**src/rtl/core/ensemble_rank_histogram_macros.svh**
```systemverilog
// Assertion macros for the ensemble rank histogram block.
// Used by the top level; expects i_clk and i_rst_n in scope.
`ifndef ENSEMBLE_RANK_HISTOGRAM_MACROS_SVH
`define ENSEMBLE_RANK_HISTOGRAM_MACROS_SVH

// Same-cycle implication, disabled while reset is held.
`define ERH_ASSERT_SAME(label, pre, post, msg) \
    label: assert property (@(posedge i_clk) disable iff (!i_rst_n) (pre) |-> (post)) \
        else $error(msg);

// Next-cycle implication, disabled while reset is held.
`define ERH_ASSERT_NEXT(label, pre, post, msg) \
    label: assert property (@(posedge i_clk) disable iff (!i_rst_n) (pre) |=> (post)) \
        else $error(msg);

`endif

```
**src/rtl/core/erh_pkg.sv**
```systemverilog
// Shared types, codes and constants of the ensemble rank histogram block.
// Used by every module of the block except erh_ram; depends on nothing.
package erh_pkg;

    localparam int MAX_MEMBERS = 64;
    localparam int NBINS = MAX_MEMBERS + 1;
    localparam int BIN_W = $clog2(NBINS);
    localparam int CNT_W = 7;
    localparam int PICK_W = 16;
    localparam int TOL_W = 16;
    localparam int VAL_W = 32;
    localparam int COUNT_W = 32;
    localparam int CFG_W = 16;
    localparam int OPQ_DEPTH = 4;

    localparam logic [CNT_W-1:0] CNT_MAX = '1;
    localparam logic [CNT_W-1:0] EXPECTED_RESET = CNT_W'(64);
    localparam logic [TOL_W-1:0] TOL_RESET = TOL_W'(1);

    localparam logic [1:0] CMD_MEMBER = 2'd0;
    localparam logic [1:0] CMD_READ = 2'd1;
    localparam logic [1:0] CMD_CLEAR = 2'd2;

    localparam logic KIND_RANK = 1'b0;
    localparam logic KIND_BIN = 1'b1;

    localparam logic CFG_EXPECTED = 1'b0;
    localparam logic CFG_TOLERANCE = 1'b1;

    typedef enum logic [1:0] {
        OP_RANK,
        OP_READ,
        OP_CLEAR
    } t_op_code;

    typedef struct packed {
        logic [1:0]              cmd;
        logic signed [VAL_W-1:0] obs_value;
        logic signed [VAL_W-1:0] member_value;
        logic                    member_missing;
        logic                    last_member;
        logic [PICK_W-1:0]       random_pick;
        logic [CNT_W-1:0]        bin_index;
    } t_in_item;

    typedef struct packed {
        logic               kind;
        logic [CNT_W-1:0]   valid_count;
        logic [CNT_W-1:0]   rank;
        logic               rank_ok;
        logic [COUNT_W-1:0] bin_count;
    } t_out_item;

    typedef struct packed {
        t_op_code         code;
        logic [CNT_W-1:0] valid_count;
        logic [CNT_W-1:0] rank;
        logic             rank_ok;
        logic [BIN_W-1:0] bin;
        logic             bin_ok;
    } t_op;

    function automatic logic [CNT_W-1:0] sat_inc(input logic [CNT_W-1:0] c);
        return (c == CNT_MAX) ? c : c + 1'b1;
    endfunction

endpackage

```
**src/rtl/core/erh_ram.sv**
```systemverilog
// Generic single-write, single-read RAM with a registered read port.
// Stands alone; used for the histogram bins.
module erh_ram #(
    parameter int WIDTH = 32,
    parameter int DEPTH = 65
) (
    input  logic                     i_clk,
    input  logic                     i_we,
    input  logic [$clog2(DEPTH)-1:0] i_waddr,
    input  logic [WIDTH-1:0]         i_wdata,
    input  logic                     i_re,
    input  logic [$clog2(DEPTH)-1:0] i_raddr,
    output logic [WIDTH-1:0]         o_rdata
);

    logic [WIDTH-1:0] r_mem [DEPTH];
    logic [WIDTH-1:0] r_rdata;

    always_ff @(posedge i_clk) begin
        if (i_we) begin
            r_mem[i_waddr] <= i_wdata;
        end
        if (i_re) begin
            r_rdata <= r_mem[i_raddr];
        end
    end

    assign o_rdata = r_rdata;

endmodule

```
**src/rtl/core/erh_front.sv**
```systemverilog
// Front end: accepts requests, classifies members and keeps the per-observation counters.
// Emits rank, read and clear operations toward the back end; uses erh_pkg.
module erh_front (
    input  logic                         i_clk,
    input  logic                         i_rst_n,
    input  logic                         i_push,
    output logic                         o_full,
    input  erh_pkg::t_in_item            i_item,
    input  logic [erh_pkg::CNT_W-1:0]    i_expected,
    input  logic [erh_pkg::TOL_W-1:0]    i_tolerance,
    output logic                         o_op_push,
    output erh_pkg::t_op                 o_op,
    input  logic                         i_op_full
);

    localparam int PROD_W = erh_pkg::PICK_W + erh_pkg::CNT_W + 1;

    logic                          r_s1_valid;
    erh_pkg::t_in_item             r_s1_item;
    logic                          r_s1_tie;
    logic                          r_s1_below;
    logic [erh_pkg::CNT_W-1:0]     r_valid_cnt;
    logic [erh_pkg::CNT_W-1:0]     r_below_cnt;
    logic [erh_pkg::CNT_W-1:0]     r_tie_cnt;

    logic [erh_pkg::VAL_W:0]       diff;
    logic [erh_pkg::VAL_W:0]       abs_diff;
    logic                          in_tie;
    logic                          in_below;
    logic                          accept;
    logic                          s1_member;
    logic                          s1_needs_push;
    logic                          s1_go;
    logic                          counted;
    logic [erh_pkg::CNT_W-1:0]     n_valid_cnt;
    logic [erh_pkg::CNT_W-1:0]     n_below_cnt;
    logic [erh_pkg::CNT_W-1:0]     n_tie_cnt;
    logic [erh_pkg::CNT_W:0]       tie_plus;
    logic [PROD_W-1:0]             prod;
    logic [erh_pkg::CNT_W+1:0]     rank_sum;
    logic [erh_pkg::CNT_W-1:0]     rank;

    assign diff = {i_item.member_value[erh_pkg::VAL_W-1], i_item.member_value}
                - {i_item.obs_value[erh_pkg::VAL_W-1], i_item.obs_value};
    assign abs_diff = diff[erh_pkg::VAL_W] ? (~diff + 1'b1) : diff;
    assign in_tie = abs_diff <= (erh_pkg::VAL_W + 1)'(i_tolerance);
    assign in_below = $signed(i_item.member_value) < $signed(i_item.obs_value);

    assign s1_member = r_s1_item.cmd == erh_pkg::CMD_MEMBER;
    always_comb begin
        case (r_s1_item.cmd)
            erh_pkg::CMD_MEMBER: s1_needs_push = r_s1_item.last_member;
            erh_pkg::CMD_READ:   s1_needs_push = 1'b1;
            erh_pkg::CMD_CLEAR:  s1_needs_push = 1'b1;
            default:             s1_needs_push = 1'b0;
        endcase
    end
    assign s1_go = r_s1_valid && (!s1_needs_push || !i_op_full);
    assign o_full = r_s1_valid && !s1_go;
    assign accept = i_push && !o_full;

    assign counted = s1_member && !r_s1_item.member_missing;
    assign n_valid_cnt = counted ? erh_pkg::sat_inc(r_valid_cnt) : r_valid_cnt;
    assign n_tie_cnt = (counted && r_s1_tie) ? erh_pkg::sat_inc(r_tie_cnt) : r_tie_cnt;
    assign n_below_cnt = (counted && !r_s1_tie && r_s1_below)
                       ? erh_pkg::sat_inc(r_below_cnt) : r_below_cnt;

    assign tie_plus = {1'b0, n_tie_cnt} + 1'b1;
    assign prod = PROD_W'(r_s1_item.random_pick) * PROD_W'(tie_plus);
    assign rank_sum = (erh_pkg::CNT_W + 2)'(n_below_cnt) + 1'b1
                    + (erh_pkg::CNT_W + 2)'(prod[PROD_W-1:erh_pkg::PICK_W]);
    assign rank = (rank_sum > (erh_pkg::CNT_W + 2)'(erh_pkg::CNT_MAX))
                ? erh_pkg::CNT_MAX : rank_sum[erh_pkg::CNT_W-1:0];

    always_comb begin
        o_op = '0;
        case (r_s1_item.cmd)
            erh_pkg::CMD_MEMBER: begin
                o_op.code = erh_pkg::OP_RANK;
                o_op.valid_count = n_valid_cnt;
                o_op.rank = rank;
                o_op.rank_ok = (n_valid_cnt == i_expected)
                            && (32'(n_valid_cnt) <= erh_pkg::MAX_MEMBERS);
                o_op.bin = erh_pkg::BIN_W'(rank - 1'b1);
                o_op.bin_ok = 32'(rank) <= erh_pkg::NBINS;
            end
            erh_pkg::CMD_READ: begin
                o_op.code = erh_pkg::OP_READ;
                o_op.bin = erh_pkg::BIN_W'(r_s1_item.bin_index);
                o_op.bin_ok = 32'(r_s1_item.bin_index) < erh_pkg::NBINS;
            end
            default: begin
                o_op.code = erh_pkg::OP_CLEAR;
            end
        endcase
    end
    assign o_op_push = s1_go && s1_needs_push;

    always_ff @(posedge i_clk) begin
        if (!i_rst_n) begin
            r_s1_valid <= 1'b0;
            r_valid_cnt <= '0;
            r_below_cnt <= '0;
            r_tie_cnt <= '0;
        end else begin
            if (accept) begin
                r_s1_valid <= 1'b1;
            end else if (s1_go) begin
                r_s1_valid <= 1'b0;
            end
            if (s1_go && s1_member) begin
                if (r_s1_item.last_member) begin
                    r_valid_cnt <= '0;
                    r_below_cnt <= '0;
                    r_tie_cnt <= '0;
                end else begin
                    r_valid_cnt <= n_valid_cnt;
                    r_below_cnt <= n_below_cnt;
                    r_tie_cnt <= n_tie_cnt;
                end
            end
        end
    end

    always_ff @(posedge i_clk) begin
        if (accept) begin
            r_s1_item <= i_item;
            r_s1_tie <= in_tie;
            r_s1_below <= in_below;
        end
    end

endmodule

```
**src/rtl/core/erh_opq.sv**
```systemverilog
// Short operation queue between the front end and the back end.
// Holds erh_pkg::t_op entries in registers.
module erh_opq (
    input  logic         i_clk,
    input  logic         i_rst_n,
    input  logic         i_push,
    input  erh_pkg::t_op i_op,
    output logic         o_full,
    output logic         o_valid,
    output erh_pkg::t_op o_op,
    input  logic         i_pop
);

    localparam int PTR_W = $clog2(erh_pkg::OPQ_DEPTH);
    localparam int CNT_W = $clog2(erh_pkg::OPQ_DEPTH + 1);

    erh_pkg::t_op     r_entry [erh_pkg::OPQ_DEPTH];
    logic [PTR_W-1:0] r_wr_ptr;
    logic [PTR_W-1:0] r_rd_ptr;
    logic [CNT_W-1:0] r_count;
    logic             do_push;
    logic             do_pop;

    assign o_full = r_count == CNT_W'(erh_pkg::OPQ_DEPTH);
    assign o_valid = r_count != '0;
    assign o_op = r_entry[r_rd_ptr];
    assign do_push = i_push && !o_full;
    assign do_pop = i_pop && o_valid;

    function automatic logic [PTR_W-1:0] next_ptr(input logic [PTR_W-1:0] p);
        return (p == PTR_W'(erh_pkg::OPQ_DEPTH - 1)) ? '0 : p + 1'b1;
    endfunction

    always_ff @(posedge i_clk) begin
        if (!i_rst_n) begin
            r_wr_ptr <= '0;
            r_rd_ptr <= '0;
            r_count <= '0;
        end else begin
            if (do_push) begin
                r_wr_ptr <= next_ptr(r_wr_ptr);
            end
            if (do_pop) begin
                r_rd_ptr <= next_ptr(r_rd_ptr);
            end
            if (do_push && !do_pop) begin
                r_count <= r_count + 1'b1;
            end else if (do_pop && !do_push) begin
                r_count <= r_count - 1'b1;
            end
        end
    end

    always_ff @(posedge i_clk) begin
        if (do_push) begin
            r_entry[r_wr_ptr] <= i_op;
        end
    end

endmodule

```
**src/rtl/core/erh_back.sv**
```systemverilog
// Back end: updates and reads the histogram bins and queues the results.
// Uses erh_pkg and one erh_ram instance for the bins.
module erh_back (
    input  logic               i_clk,
    input  logic               i_rst_n,
    input  logic               i_op_valid,
    input  erh_pkg::t_op       i_op,
    output logic               o_op_pop,
    output logic               o_empty,
    output erh_pkg::t_out_item o_res,
    input  logic               i_pop
);

    logic                              r_b_valid;
    erh_pkg::t_op                      r_b_op;
    logic [erh_pkg::NBINS-1:0]         r_bin_valid;
    logic                              r_fwd_valid;
    logic [erh_pkg::BIN_W-1:0]         r_fwd_addr;
    logic [erh_pkg::COUNT_W-1:0]       r_fwd_data;
    erh_pkg::t_out_item                r_res [2];
    logic [1:0]                        r_res_cnt;

    logic [erh_pkg::COUNT_W-1:0]       rdata;
    logic [erh_pkg::COUNT_W-1:0]       cur;
    logic [erh_pkg::COUNT_W-1:0]       wdata;
    logic                              needs_out;
    logic                              res_pop;
    logic                              res_space;
    logic                              b_retire;
    logic                              advance;
    logic                              ram_re;
    logic                              b_write;
    logic                              res_push;
    logic                              res_to_head;
    erh_pkg::t_out_item                res_item;

    assign res_pop = i_pop && (r_res_cnt != 2'd0);
    assign res_space = (r_res_cnt != 2'd2) || res_pop;
    assign needs_out = (r_b_op.code == erh_pkg::OP_RANK) || (r_b_op.code == erh_pkg::OP_READ);
    assign b_retire = r_b_valid && (!needs_out || res_space);
    assign advance = !r_b_valid || b_retire;
    assign o_op_pop = advance && i_op_valid;
    assign ram_re = o_op_pop && i_op.bin_ok && (i_op.code != erh_pkg::OP_CLEAR);

    erh_ram #(
        .WIDTH(erh_pkg::COUNT_W),
        .DEPTH(erh_pkg::NBINS)
    ) u_bins (
        .i_clk  (i_clk),
        .i_we   (b_write),
        .i_waddr(r_b_op.bin),
        .i_wdata(wdata),
        .i_re   (ram_re),
        .i_raddr(i_op.bin),
        .o_rdata(rdata)
    );

    always_comb begin
        if (r_fwd_valid && (r_fwd_addr == r_b_op.bin)) begin
            cur = r_fwd_data;
        end else if (r_b_op.bin_ok && r_bin_valid[r_b_op.bin]) begin
            cur = rdata;
        end else begin
            cur = '0;
        end
    end
    assign wdata = (cur == '1) ? cur : cur + 1'b1;
    assign b_write = b_retire && (r_b_op.code == erh_pkg::OP_RANK)
                  && r_b_op.rank_ok && r_b_op.bin_ok;

    always_comb begin
        res_item = '0;
        case (r_b_op.code)
            erh_pkg::OP_RANK: begin
                res_item.kind = erh_pkg::KIND_RANK;
                res_item.valid_count = r_b_op.valid_count;
                res_item.rank = r_b_op.rank;
                res_item.rank_ok = r_b_op.rank_ok;
            end
            erh_pkg::OP_READ: begin
                res_item.kind = erh_pkg::KIND_BIN;
                res_item.bin_count = r_b_op.bin_ok ? cur : '0;
            end
            default: begin
                res_item = '0;
            end
        endcase
    end
    assign res_push = b_retire && needs_out;
    assign res_to_head = res_push
                      && ((r_res_cnt == 2'd0) || ((r_res_cnt == 2'd1) && res_pop));

    always_ff @(posedge i_clk) begin
        if (!i_rst_n) begin
            r_b_valid <= 1'b0;
            r_bin_valid <= '0;
            r_fwd_valid <= 1'b0;
            r_res_cnt <= 2'd0;
        end else begin
            if (advance) begin
                r_b_valid <= i_op_valid;
            end
            if (b_retire && (r_b_op.code == erh_pkg::OP_CLEAR)) begin
                r_bin_valid <= '0;
                r_fwd_valid <= 1'b0;
            end else if (b_write) begin
                r_bin_valid[r_b_op.bin] <= 1'b1;
                r_fwd_valid <= 1'b1;
            end
            if (res_push && !res_pop) begin
                r_res_cnt <= r_res_cnt + 1'b1;
            end else if (res_pop && !res_push) begin
                r_res_cnt <= r_res_cnt - 1'b1;
            end
        end
    end

    always_ff @(posedge i_clk) begin
        if (advance && i_op_valid) begin
            r_b_op <= i_op;
        end
        if (b_write) begin
            r_fwd_addr <= r_b_op.bin;
            r_fwd_data <= wdata;
        end
        if (res_to_head) begin
            r_res[0] <= res_item;
        end else if (res_pop) begin
            r_res[0] <= r_res[1];
        end
        if (res_push && !res_to_head) begin
            r_res[1] <= res_item;
        end
    end

    assign o_empty = r_res_cnt == 2'd0;
    assign o_res = r_res[0];

endmodule

```
**src/rtl/core/ensemble_rank_histogram.sv**
```systemverilog
// Top level of the ensemble rank histogram block: configuration registers and wiring.
// Uses erh_pkg, erh_front, erh_opq, erh_back and the assertion macro header.
//
// Channel   Direction  Handshake             Payload
// request   in         i_push / o_full       i_item (erh_pkg::t_in_item)
// result    out        o_empty / i_pop       o_res (erh_pkg::t_out_item)
// config    in         i_cfg_we              i_cfg_index, i_cfg_data
//
// One request is taken every cycle while results are popped as they appear.
// A result passes through classify and count, the queue and bin access, each registered, then the result buffer.
// Back-to-back updates of one bin are forwarded around the bin RAM's read latency.
// A clear drops the per-bin valid flags, so no sweep follows reset.
// When results are not popped, the op queue fills and o_full rises.
`include "ensemble_rank_histogram_macros.svh"

module ensemble_rank_histogram (
    input  logic                        i_clk,
    input  logic                        i_rst_n,
    input  logic                        i_push,
    output logic                        o_full,
    input  erh_pkg::t_in_item           i_item,
    output logic                        o_empty,
    input  logic                        i_pop,
    output erh_pkg::t_out_item          o_res,
    input  logic                        i_cfg_we,
    input  logic                        i_cfg_index,
    input  logic [erh_pkg::CFG_W-1:0]   i_cfg_data
);

    logic [erh_pkg::CNT_W-1:0] r_expected;
    logic [erh_pkg::TOL_W-1:0] r_tolerance;

    logic         q_push;
    logic         q_full;
    logic         q_valid;
    logic         q_pop;
    erh_pkg::t_op front_op;
    erh_pkg::t_op q_op;

    always_ff @(posedge i_clk) begin
        if (!i_rst_n) begin
            r_expected <= erh_pkg::EXPECTED_RESET;
            r_tolerance <= erh_pkg::TOL_RESET;
        end else if (i_cfg_we) begin
            case (i_cfg_index)
                erh_pkg::CFG_EXPECTED:  r_expected <= i_cfg_data[erh_pkg::CNT_W-1:0];
                erh_pkg::CFG_TOLERANCE: r_tolerance <= i_cfg_data[erh_pkg::TOL_W-1:0];
                default: begin
                    r_expected <= r_expected;
                end
            endcase
        end
    end

    erh_front u_front (
        .i_clk      (i_clk),
        .i_rst_n    (i_rst_n),
        .i_push     (i_push),
        .o_full     (o_full),
        .i_item     (i_item),
        .i_expected (r_expected),
        .i_tolerance(r_tolerance),
        .o_op_push  (q_push),
        .o_op       (front_op),
        .i_op_full  (q_full)
    );

    erh_opq u_opq (
        .i_clk  (i_clk),
        .i_rst_n(i_rst_n),
        .i_push (q_push),
        .i_op   (front_op),
        .o_full (q_full),
        .o_valid(q_valid),
        .o_op   (q_op),
        .i_pop  (q_pop)
    );

    erh_back u_back (
        .i_clk     (i_clk),
        .i_rst_n   (i_rst_n),
        .i_op_valid(q_valid),
        .i_op      (q_op),
        .o_op_pop  (q_pop),
        .o_empty   (o_empty),
        .o_res     (o_res),
        .i_pop     (i_pop)
    );

    `ERH_ASSERT_SAME(a_opq_no_overflow, q_push, !q_full, "Op queue written while full.")
    `ERH_ASSERT_SAME(a_rank_ok_range,
        !o_empty && (o_res.kind == erh_pkg::KIND_RANK) && o_res.rank_ok,
        (o_res.rank != '0) && (32'(o_res.rank) <= erh_pkg::NBINS)
            && (o_res.valid_count == r_expected),
        "Valid rank result out of range or count mismatch.")
    `ERH_ASSERT_SAME(a_readout_clean,
        !o_empty && (o_res.kind == erh_pkg::KIND_BIN),
        (o_res.valid_count == '0) && (o_res.rank == '0) && !o_res.rank_ok,
        "Bin readout carries rank fields.")
    `ERH_ASSERT_NEXT(a_result_held,
        !o_empty && !i_pop,
        !o_empty && $stable(o_res),
        "Waiting result changed or vanished without a pop.")

endmodule

```
**config.mk**
```make
export PLATFORM = sky130hd
export DESIGN_NAME = ensemble_rank_histogram
export DESIGN_NICKNAME = d
export VERILOG_FILES = /design/src/rtl/core/erh_pkg.sv /design/src/rtl/core/erh_ram.sv /design/src/rtl/core/erh_front.sv /design/src/rtl/core/erh_opq.sv /design/src/rtl/core/erh_back.sv /design/src/rtl/core/ensemble_rank_histogram.sv
export VERILOG_INCLUDE_DIRS = /design/src /design/src/rtl/core
export SDC_FILE = /design/constraint.sdc
export NUM_CORES = 2
export LEC_CHECK = 0
export BUFFER_PORTS_ARGS = -buffer_cell sky130_fd_sc_hd__buf_2
export CORE_ASPECT_RATIO = 1.4
export CORE_MARGIN = 2
export CORE_UTILIZATION = 28
export CTS_BUF_LIST = sky130_fd_sc_hd__clkbuf_8
export DETAILED_ROUTE_END_ITERATION = 10
export PLACE_DENSITY = 0.53
export SLEW_MARGIN = 40
export SYNTH_ARGS = -nofsm -noshare
export SYNTH_HDL_FRONTEND = slang
export SYNTH_SLANG_ARGS = --single-unit
```
**constraint.sdc**
```tcl
create_clock -name i_clk -period 8.78 [get_ports i_clk]
set_clock_uncertainty 0.05 [all_clocks]
set_input_delay 1.756 -clock i_clk [delete_from_list [all_inputs] [get_ports i_clk]]
set_output_delay 1.756 -clock i_clk [all_outputs]
set_load 0.1 [all_outputs]
```
# Yosys cells after proc, flatten, opt, wreduce, memory -nomap -nowiden
# Memories as Yosys holds them, arrays and structs flattened. A register that Yosys moved wholly into a read port is not among the register bits.
# Index checks and enable logic that the tools add are counted.
classes:
  n_lt_le_gt_ge: 8
  shift: 0
  bitwise_logic: 5
  multipliers: 1
  reduce_logical: 63
  n_eq_ne: 16
  div_mod_pow: 0
  muxes: 48
  addsub: 16
ops:
  columns: ["op", "n"]
  rows:
  - ["$mux 32", 5]
  - ["$mux 7", 10]
  - ["$or 65x65->65", 1]
  - ["$mux 48", 1]
  - ["$add 33x1->33 const B", 1]
  - ["$le 33x16->1", 1]
  - ["$mux 33", 1]
  - ["$not 33->33", 1]
  - ["$sub 32x32->33", 1]
  - ["$add 32x1->32 const B", 1]
  - ["$eq 32x32->1 const B", 1]
  - ["$logic_and 1x1->1", 32]
  - ["$lt 32x32->1", 1]
  - ["$mux 15", 2]
  - ["$mul 16x8->24", 1]
  - ["$add 7x1->7 const B", 3]
  - ["$eq 7x7->1 const B", 3]
  - ["$add 7x1->8 const B", 2]
  - ["$mux 1", 16]
  - ["$pmux 8 s2", 1]
  - ["$eq 7x7->1", 2]
  - ["$le 7x7->1 const B", 2]
  - ["$logic_not 1->1", 13]
  - ["$mux 2", 6]
  - ["other kinds (27)", 49]
word_totals:
  ram_bits: 2276
  register_bits: 214
  memories: 3
  mem_bits_ro: 0
  latch_bits: 0
  wordCells: 188
  output_inout_bits: 50
mem_list:
  columns: ["name", "depth", "word_bits", "rd", "rd_ports_with_merged_regs", "write_ports", "line_no", "source"]
  rows:
  - ["u_back.u_bins.r_mem", 65, 32, 1, 1, 1, "erh_ram.sv:16", "logic [WIDTH-1:0] r_mem [DEPTH];"]
  - ["u_opq.r_entry", 4, 25, 1, 1, 1, "erh_opq.sv:17", "erh_pkg::t_op r_entry [erh_pkg::OPQ_DEPTH];"]
  - ["u_back.r_res", 2, 48, 2, 0, 2, "erh_back.sv:20", "erh_pkg::t_out_item r_res [2];"]

# Logic depth before layout (Yosys ltp)
depth:
  word_depth: 12
  ltp_mapped: 44

# Cells and area by module
# From an unflattened synthesis, not the netlist that was laid out.
hier_totals:
  hier_cells: 6358
  hier_area_um2: 107107.7
by_module_without_submodules:
  columns: ["mod", "cells_per_inst", "seq_area_each_um2", "n_inst", "area_each_um2"]
  rows:
  - ["erh_ram", 3869, 63420.8, 1, 81191.6]
  - ["erh_back", 989, 6185.9, 1, 10894.2]
  - ["erh_front", 1220, 1311.3, 1, 9957.0]
  - ["erh_opq", 182, 3183.1, 1, 4132.7]
  - ["ensemble_rank_histogram", 98, 460.4, 1, 932.1]

# Worst setup path before layout
# OpenSTA, ideal clock, no wires.
synth_timing:
  path_type: "flip-flop to flip-flop"
  start: "reg u_front.r_s1_item[89] (netlist name)"
  end: "mem u_opq.r_entry[0][7] (netlist name) (data pin)"
  arrival_time_ns: 8.535
  path_slack_ns: -0.091
  stages_incl_launch_ff: 42
  path_cell_list: "edfxtp_1 inv_1 ha_1 nor2b_1 o211ai_1 xor2_1 clkbuf_1 inv_1 ha_1 nand2_1 nor2_1 xnor2_1 clkbuf_1 and2_1 fa_1 inv_1 fa_1 fa_1 [6 not listed] and3_1 nor2_1 xnor2_1 ha_1 a21o_1 a21oi_1 o21bai_1 a21oi_1 o21bai_1 a21o_1 a21oi_1 nand2b_1 inv_1 ha_1 and3_1 nor3b_1 xnor2_1 o21ai_0"
synth_rtl:
  columns: ["item", "line_no", "source"]
  rows:
  - ["from (decl)", "erh_front.sv:19", "erh_pkg::t_in_item r_s1_item;"]
  - ["from (signal assigned)", "erh_front.sv:127", "r_s1_item <= i_item;"]
  - ["to (decl)", "erh_opq.sv:17", null]

==> summary.txt <==
STA
  • Fmax: around 110 MHz
  • Final setup TNS: 0 ps
  • Worst-Margin Slew: 885 ps
  • Fin crit period: 8740 ps
  • Slew Viols, Final: 0
  • RSZ-0062 raised after global routing: yes
  • Final worst path period share: 0.995
  • Final Hold Fails: 0
  • Setup-failing EPs final: 0
  • Rel. slew slack: 0.406
  • Final WS setup: about 42 ps

Logic synthesis
  • Post-Synth Adder-Cell Area: 0.0306
  • FF+latch count, synth: 2524
  • Mapped Area: 0.106 mm^2
  • Post-Syn Nets: 6000
  • Seq/Total Area, Yosys: 0.705
  • EDFF count, synth: 2401
  • Synth Flop Type: edfxtp_1
  • Mux contribution to synthesized area: 0.157
  • Mapped Cells: 5681
  • Largest family of logic cells by synthesized area: multiplexers
  • Top-area cell type share of the netlist area: 0.682
  • Most common cell in the synthesized netlist: edfxtp_1
  • Synth area leaders: edfxtp_1 (68%), mux4_2 (14%), dfxtp_1 (2.3%), fa_1 (1.6%), ha_1 (1.4%)
  • Ys async rst share: 0
  • Yosys warning count: 0
  • Post-synth top cells: edfxtp_1 (2401), mux4_2 (665), nor2_1 (329)
  • Yosys top cell by area: edfxtp_1
  • Synth Area in Simple Gates: 0.0469
  • Avg Cell Area, Syn: 18.6 um^2
  • Compound-Gate Fraction of Synth Area: 0.0306
  • Post-synth cell types: 98
  • XOR/XNOR share of the synthesized area: 0.00953

Clock network
  • CTS max path bufs: 4
  • Clock latency at the later pin of the worst-skew pair: 1020 ps
  • CTS sink cnt: 2524
  • CTS buffer count: 403
  • Hold_buf cts: 0
  • CTS root buf: clkbuf_8
  • H-tree levels: 5
  • Reg clk slew, reported paths: roughly 60 ps
  • CTS tree: yes

Setup path
  • R2R Setup Slk: around 42 ps
  • Worst Path Arrival: 9410 ps
  • R2R cell count: 42
  • Critical path data required time: 9460 ps
  • Crit path capture type: flop
  • Most common cell on crit path: fa_1
  • Slowest cell on the critical path: fa_1
  • Critical Path Max Stage Delay: 540 ps
  • Crit path max fanout: 5
  • Worst setup path class: reg -> reg
  • Critical Path Source Type: flop

Status
  • Outcome: finished clean

GRT
  • First-pass GRT wire length: 419000 um
  • Global route overflow: 0
  • GRT Total Usage: 0.151
  • Initial antenna violation count: 16
  • Largest net degree at the start of global routing: 118
  • Vias in the first global route: 59000

Drt
  • DRT Pass-1 Iters: 6
  • Wirelength per Cell: 25.4 um
  • Initial DRC Count: 4812
  • DRC: 0
  • WL final: 294000 um
  • Vias: between 50000 and 60000
  • Vias per cell: ~4.8
  • Antenna viol nets, final: 0

Power
  • Pwr dens: 267 mW/mm^2
  • Worst vdd ir: 214 uV
  • Leakage: ~42 nW
  • Total Power: 0.0330 W

Finish
  • Area Overhead vs Synth: 16.7%
  • Final instance area: 0.123 mm^2
  • Layout Nets: 6575
  • Layout cells sized above 1: 0.291

Floorplanning
  • DIE HEIGHT: between 700 and 800 um
  • Ports: between 150 and 200
  • Die area: about 0.38 mm^2
  • Die width: 523 um
  • Starting density of the core: 0.280
  • CORE AREA: 0.377 mm^2
  • Placement Rows: 267

Placement
  • RePlAce Congestion: 0.858
  • Port bufs: 162
  • Post-DP HPWL: 178000 um
  • Pre-CTS WS: -268 ps
  • Area after DPL: 0.115 mm^2

Flow run
  • Max-cap viol count: 0

Min path
  • Worst Hold Class: reg -> reg
  • Worst hold stages: 2
==> final timing paths <==
kind                          to                  start
max          u_opq.r_entry[1][7]  u_front.r_s1_item[89]
min           u_back.r_fwd_valid     u_back.r_fwd_valid
max reg2reg  u_opq.r_entry[1][7]  u_front.r_s1_item[89]
min reg2reg   u_back.r_fwd_valid     u_back.r_fwd_valid
==> state kept, by name, indices dropped and copies added (netlist names), named ones only <==
signal,cells
u_front.r_s1_below,1
u_back.r_fwd_data,32
u_front.r_valid_cnt,7
r_expected,7
u_opq.r_entry,100
u_back.u_bins.r_mem,2080
u_back.u_bins.o_rdata,32
u_opq.r_count,3
u_front.r_tie_cnt,7
r_tolerance,16
u_front.r_s1_tie,1
u_back.r_fwd_addr,7
u_back.r_b_valid,1
u_opq.r_rd_ptr,2
u_back.r_bin_valid,65
u_front.r_s1_valid,1
u_back.r_b_op,25
u_front.r_s1_item,27
u_back.r_res,96
u_front.r_below_cnt,7
u_back.r_res_cnt,2
u_back.r_fwd_valid,1
u_opq.r_wr_ptr,2
==> stage by stage <==
stage / cells / utilization / hold slack, ps
2_1_floorplan: 5681 / - / 375
3_3_place_gp: 10800 / 0.304 / 393
3_5_place_dp: 10800 / 0.306 / 403
4_1_cts: 11500 / 0.326 / 414
5_1_grt: 11600 / 0.327 / 434
6_report: 11600 / 0.327 / 414
==> cell type report <==
cell class	count	area, um^2
Inverter	186	698
Timing Repair Buffer	477	4160
Tap cell	4976	6230
Antenna cell	11	27.5
Multi-Input combinational cell	2664	30300
Clock inverter	302	1530
Sequential cell	2524	74600
Clock buffer	423	5820
Fill cell	36300	253000
==> cells in the final DEF, fill, tap and decap left out, types with 37 or more instances in the layout <==
cell	n
a21oi_1	105
and2_1	133
buf_2	162
buf_4	227
clkbuf_8	423
clkinv_1	92
clkinv_2	49
dfxtp_1	122
edfxtp_1	2401
fa_1	84
ha_1	117
inv_1	318
mux2_2	86
mux2i_1	66
mux4_2	659
nand2_1	278
nand3_1	55
nor2_1	262
nor2_4	65
nor2b_1	56
o21ai_0	111
xnor2_1	44
xor2_1	37
==> routing by layer <==
| layer | wire, um | GRT usage |
|---|---|---|
| met1 | 116000 | 0.182 |
| met2 | 154000 | 0.273 |
| met3 | 13200 | 0.0207 |
| met4 | 10700 | 0.0526 |
| met5 | 35 | 0 |
==> power by group <==
part	internal, W	switching [W]	total (W)	leakage (nW)
combinational	0.00367	0.00577	0.00944	13.6
sequential	0.0139	0.000241	0.0141	24.1
clock	0.00472	0.00467	0.00939	4.27
total	0.0223	0.0107	0.0330	42.0
==> kinds of logic (layout without fill, tap and decap cells) <==
logic type | count (synthesis) | in the layout
other | 0 | 11
AO/OA/AOI/OAI | 491 | 491
XOR/XNOR | 115 | 115
AND/OR/NAND/NOR | 1031 | 1031
multiplexers | 820 | 820
buffers and inverters | 493 | 1388
flip-flops | 2524 | 2524
adder cells (fa/ha/maj) | 207 | 207
==> critical path, delay by kind of cell, from the launching register on <==
family                     cells  cell delay, ps
adders and majority gates      8            2910
xor gates and xnor gates       3             460
muxes                          1             180
and+or+nand+nor               12            1810
buffers and inverters          7             800
AOI/OAI and AO/OA             11            1840
DFF                            1             390
==> timing repair <==
item | CTS | global route
gates resized for setup | 12 | 35
endpoints found under the setup margin | 20 | 56
pin swaps | 5 | 15
setup buffers | 1 | 7
endpoints found under the hold margin | 0 | 0
No activity file was read; power rests on OpenSTA's default activity.
